## src/design/cxc_pkg.sv

```systemverilog
// shared types and constants of the clause checker
`timescale 1ns / 1ps
package cxc_pkg;

  localparam int LIT_W = 14;
  localparam int CNT_W = 13;
  localparam logic [CNT_W-1:0] VAR_COUNT_RST = 13'd4096;

  typedef enum logic [1:0] {
    OP_ASSIGN = 2'd0,
    OP_OR     = 2'd1,
    OP_XOR    = 2'd2,
    OP_CLEAR  = 2'd3
  } op_t;

  // decoded literal: polarity and range check
  typedef struct packed {
    logic negative;
    logic valid;
  } lit_info_t;

endpackage

```

## src/design/cxc_lit_dec.sv

```systemverilog
// literal decoder: magnitude, polarity, range check and store address
`timescale 1ns / 1ps
module cxc_lit_dec #(
  parameter int MAX_VARS = 4096,
  localparam int AW = (MAX_VARS > 1) ? $clog2(MAX_VARS) : 1
) (
  input  logic signed [cxc_pkg::LIT_W-1:0] literal,
  input  logic [cxc_pkg::CNT_W-1:0]        var_count,
  output cxc_pkg::lit_info_t               info,
  output logic [AW-1:0]                    addr
);
  import cxc_pkg::*;

  localparam logic [31:0] MAX_U = 32'(MAX_VARS);

  logic [LIT_W-1:0] raw;
  logic [LIT_W-1:0] mag;
  logic             negative;
  logic             in_range;

  assign raw      = unsigned'(literal);
  assign negative = raw[LIT_W-1];
  // most negative code wraps to its own magnitude, as intended
  assign mag      = negative ? (LIT_W'(0) - raw) : raw;
  assign in_range = (mag != '0) && (mag <= {1'b0, var_count}) && (32'(mag) <= MAX_U);

  assign info.negative = negative;
  assign info.valid    = in_range;
  assign addr          = AW'(mag - LIT_W'(1));

endmodule

```

## config.mk

```make
export PLATFORM = sky130hd
export DESIGN_NAME = cxc_lit_dec
export DESIGN_NICKNAME = d
export VERILOG_FILES = /design/src/design/cxc_pkg.sv /design/src/design/cxc_lit_dec.sv
export SDC_FILE = /design/constraint.sdc
export NUM_CORES = 1
export LEC_CHECK = 0
export BUFFER_PORTS_ARGS = -buffer_cell sky130_fd_sc_hd__buf_2
export CORE_MARGIN = 3
export CORE_UTILIZATION = 47
export DETAILED_ROUTE_END_ITERATION = 16
export PLACE_DENSITY = 0.81
export SETUP_SLACK_MARGIN = 0.05
export SLEW_MARGIN = 10
export SYNTH_ARGS = -nofsm -noshare
export SYNTH_HDL_FRONTEND = slang
export SYNTH_SLANG_ARGS = --single-unit
```

## constraint.sdc

```tcl
create_clock -name vclk -period 3.3
set_input_delay 0.495 -clock vclk [all_inputs]
set_output_delay 0.495 -clock vclk [all_outputs]
set_load 0.02 [all_outputs]
```

# Word-level counts from Yosys, hierarchy flattened

Cells that the tools add are included.

$add $sub $neg: 2
Order comparisons: 2
Multiplexer cells: 1
Reduce and logical (&&, ||, !) cells: 3

Operator list:

| kind                                                                                | number |
|---|---|
| 14-bit by 13-bit less-or-equal comparator with 1-bit output                         | 1 |
| 14-bit by 13-bit less-or-equal comparator with 1-bit output (second input constant) | 1 |
| 14-bit two-way mux                                                                  | 1 |
| 14-bit nonzero test                                                                 | 1 |
| 1-bit by 14-bit subtractor with 14-bit output (first input constant)                | 1 |
| 12-bit by 1-bit subtractor with 12-bit output (second input constant)               | 1 |
| 1-bit logical AND                                                                   | 2 |

Bits in registers: 0
Output and inout bits: 14

# Depth between registers and ports, before layout

Depth after elaboration: 5
Gate-level depth with buffers: 14

# Worst setup path before layout

OpenSTA, ideal clock, no wires.

Kind: input -> output
Start: input port literal[6] (netlist name)
End: output port info[0] (netlist name)
Arrival time: 2.967 ns
Data required time: 2.805 ns
Slack: -0.162 ns
Cell stages on the path: 12
Path through: clkbuf_1 > or4_1 > o41ai_2 > xnor2_1 > ha_1 > a21o_1 > a21oi_1 > o211ai_1 > o21ai_0 > nand3b_1 > mux2i_1 > buf_4

Longest elaborated chain between the ends: 5
Elaborated cells on any way between the ends: 7

RTL lines:

| what                                                                                               | line              | source |
|---|---|---|
| from (decl)                                                                                        | cxc_lit_dec.sv:7  | `input logic signed [cxc_pkg::LIT_W-1:0] literal,` |
| 1-bit by 14-bit subtractor with 14-bit output                                                      | cxc_lit_dec.sv:24 | `assign mag = negative ? (LIT_W'(0) - raw) : raw;` |
| 14-bit two-way mux *                                                                               | cxc_lit_dec.sv:24 |  |
| 14-bit by 13-bit less-or-equal comparator with 1-bit output or 14-bit nonzero test (tied branches) | cxc_lit_dec.sv:25 | `assign in_range = (mag != '0) && (mag <= {1'b0, var_count}) && (32'(mag) <= MAX_U);` |
| 1-bit logical AND                                                                                  | cxc_lit_dec.sv:25 |  |
| 1-bit logical AND *                                                                                | cxc_lit_dec.sv:25 |  |
| to (decl)                                                                                          | cxc_lit_dec.sv:9  | `output cxc_pkg::lit_info_t info,` |

Every way passes the cells marked *; elsewhere a longest branch is shown, timed or not.

==> impl_metrics.tcl <==
set metrics [dict create \
    run_status "finished, violations left" \
    grt_usage_pct 23.91 \
    nClkBuffers 0 \
    tightest_slew_ns 0.5243 \
    grt_pass1_wl_mm 5.195 \
    wl_per_cell_um 14.22 \
    post-route-period-util_pct 107.0 \
    min_path_type "primary input to primary output" \
    seq_cells 0 \
    start_util_pct 50.50 \
    gr-total-overflow 0 \
    drt_iter0_markers 15 \
    min_period_ns 3.530 \
    portBuffers 41 \
    synth.area.top_cells "ha_1, xnor2_1, inv_1" \
    slew_violations 0 \
    fin_hold_ws_ns 1.319 \
    drt-total-wl_mm 3.270 \
    hpwl_mm 2.671 \
    antenna_left 0 \
    p_leak_uw 0.0007804 \
    synth_top_cell_by_area "ha_1" \
    crit_path_start_kind "primary input" \
    vias 1280 \
    n_antenna_cell 0 \
    die_h_um 52.38 \
    vdd_drop_max_mv 0.1244 \
    violations "negative setup slack" \
    crit_arrival_ns 3.03 \
    ioPinCount 41 \
    setup_ws_ns -0.2299 \
    hold_buffers 0 \
    yosysSeqAreaShare_pct 0 \
    layout.nets 247 \
    synth_nets 181 \
    maxCapViolations 0 \
    syn_area_per_cell_um2 7.273 \
    setup_viol_count_final 1 \
    fmax_mhz 283.3 \
    viasPerCell 5.565 \
    syn_inst 139 \
    rsz0062_at_grt "yes" \
    synth.distinct_cells 41 \
    dieArea_mm2 0.002744 \
    layout-drive-gt1-share_pct 43.84 \
    rows 16 \
    final-hold-violation-count 0 \
    die_w_um 52.38 \
    relSlewSlack_pct 64.94 \
    grt_max_degree 12 \
    drc 0 \
    grt_pass1_vias 1310 \
    power.total_uw 259.5 \
    crit_required_ns 2.80 \
    n_fill_cell 163 \
    synth_top_area_share_pct 18.56 \
    yosysWarnings 0 \
    register_area_um2 0 \
    cp_max_fo 3 \
    drt_first_pass_iters 4 \
    area_growth_pct 49.63 \
    crit_type "primary input to primary output" \
    gp_congestion 0.8131 \
    syn_area_mm2 0.001011 \
    core-area_mm2 0.002002 \
    p_per_area_mw_per_mm2 171.5 \
    end_kind "primary output" \
    antenna_found_initial 0 \
]
per-stage QoR:
stage	std cells	TNS (ns)	setup slack, ns	util, %	instance area [µm²]
2_1_floorplan	139	0	0.007644	-	1037
3_3_place_gp	229	-0.1518	-0.1518	71.69	1435
3_5_place_dp	229	-0.2407	-0.2407	71.69	1435
4_1_cts	229	-0.1360	-0.1360	74.13	1484
5_1_grt	230	-0.3473	-0.3473	75.56	1513
6_report	230	-0.2299	-0.2299	75.56	1513
worst max-delay path: stages:
cell and delay, ns:
buf_2 0.12, buf_4 0.15, or3_4 0.36, o41ai_4 0.40, xnor2_2 0.17, ha_1 0.28
a21o_1 0.19, a21oi_2 0.17, o211ai_1 0.11, o21ai_1 0.17, nand3b_1 0.11, mux2i_1 0.16
buf_4 0.16
cells by family after synthesis:
family	count (synthesis)	synth area share [%]
AND/OR/NAND/NOR	41	24.01
AO/OA/AOI/OAI	30	23.15
buffers and inverters	30	13.37
adder cells (fa/ha/maj)	15	18.56
multiplexers	2	1.980
XOR/XNOR	21	18.94
routing by layer:
layer  wire, µm  vias up  global-route usage, %
li1           -      624                      -
met1       1303      593                  24.75
met2       1717       52                  49.17
met3        150       11                  1.140
met4         99        0                  8.085
met5          0        -                      0
cell type report:
class / count / area [µm²] / share of cell area [%]
Timing Repair Buffer: 71 / 432.9 / 28.62
Inverter: 23 / 86.33 / 5.707
Tap cell: 27 / 33.78 / 2.233
Multi-Input combinational cell: 109 / 959.7 / 63.44
power by group:
group	internal, µW	switching [µW]	total, µW	leakage, µW
Combinational	116	143	259	0.000780
Clock	0	0	0	0
Sequential	0	0	0	0
Total	116	143	259	0.000780
layout by cell type, fill, tap and decap left out, types with 3 or more instances in the layout:
cell type	netlist	final
xor2_1	5	5
inv_1	23	23
a21oi_1	4	3
a21o_1	3	3
ha_1	15	15
nand2_1	6	6
o21ai_0	6	4
o31ai_1	4	3
buf_4	2	31
nor2_1	4	4
buf_2	0	40
nand3_1	6	6
xnor2_1	15	14
nand4_1	3	3
synth_stat cells (2+ instances only):
master    count
inv_1        23
ha_1         15
xnor2_1      15
nand2_1       6
nand3_1       6
o21ai_0       6
xor2_1        5
a21oi_1       4
nor2_1        4
nor4_1        4
o31ai_1       4
a21o_1        3
nand4_1       3
nor3_1        3
buf_4         2
buf_6         2
clkbuf_1      2
mux2i_1       2
nand2b_1      2
nor2b_1       2
nor4bb_1      2
o211ai_1      2
o21a_1        2
o31a_1        2
or3_1         2
final timing paths:
| path | start | end | cells after the start |
|---|---|---|---|
| worst max-delay path | literal[5] | info[0] | 13 |
| worst min-delay path | literal[13] | info[1] | 2 |
repair_timing:
item / in CTS / in global routing
buffers inserted: 0 / 1
pin swaps: 3 / 4
endpoints found under the setup margin: 1 / 4
gates resized for setup: 8 / 3
No activity file was read; power rests on OpenSTA's default activity.
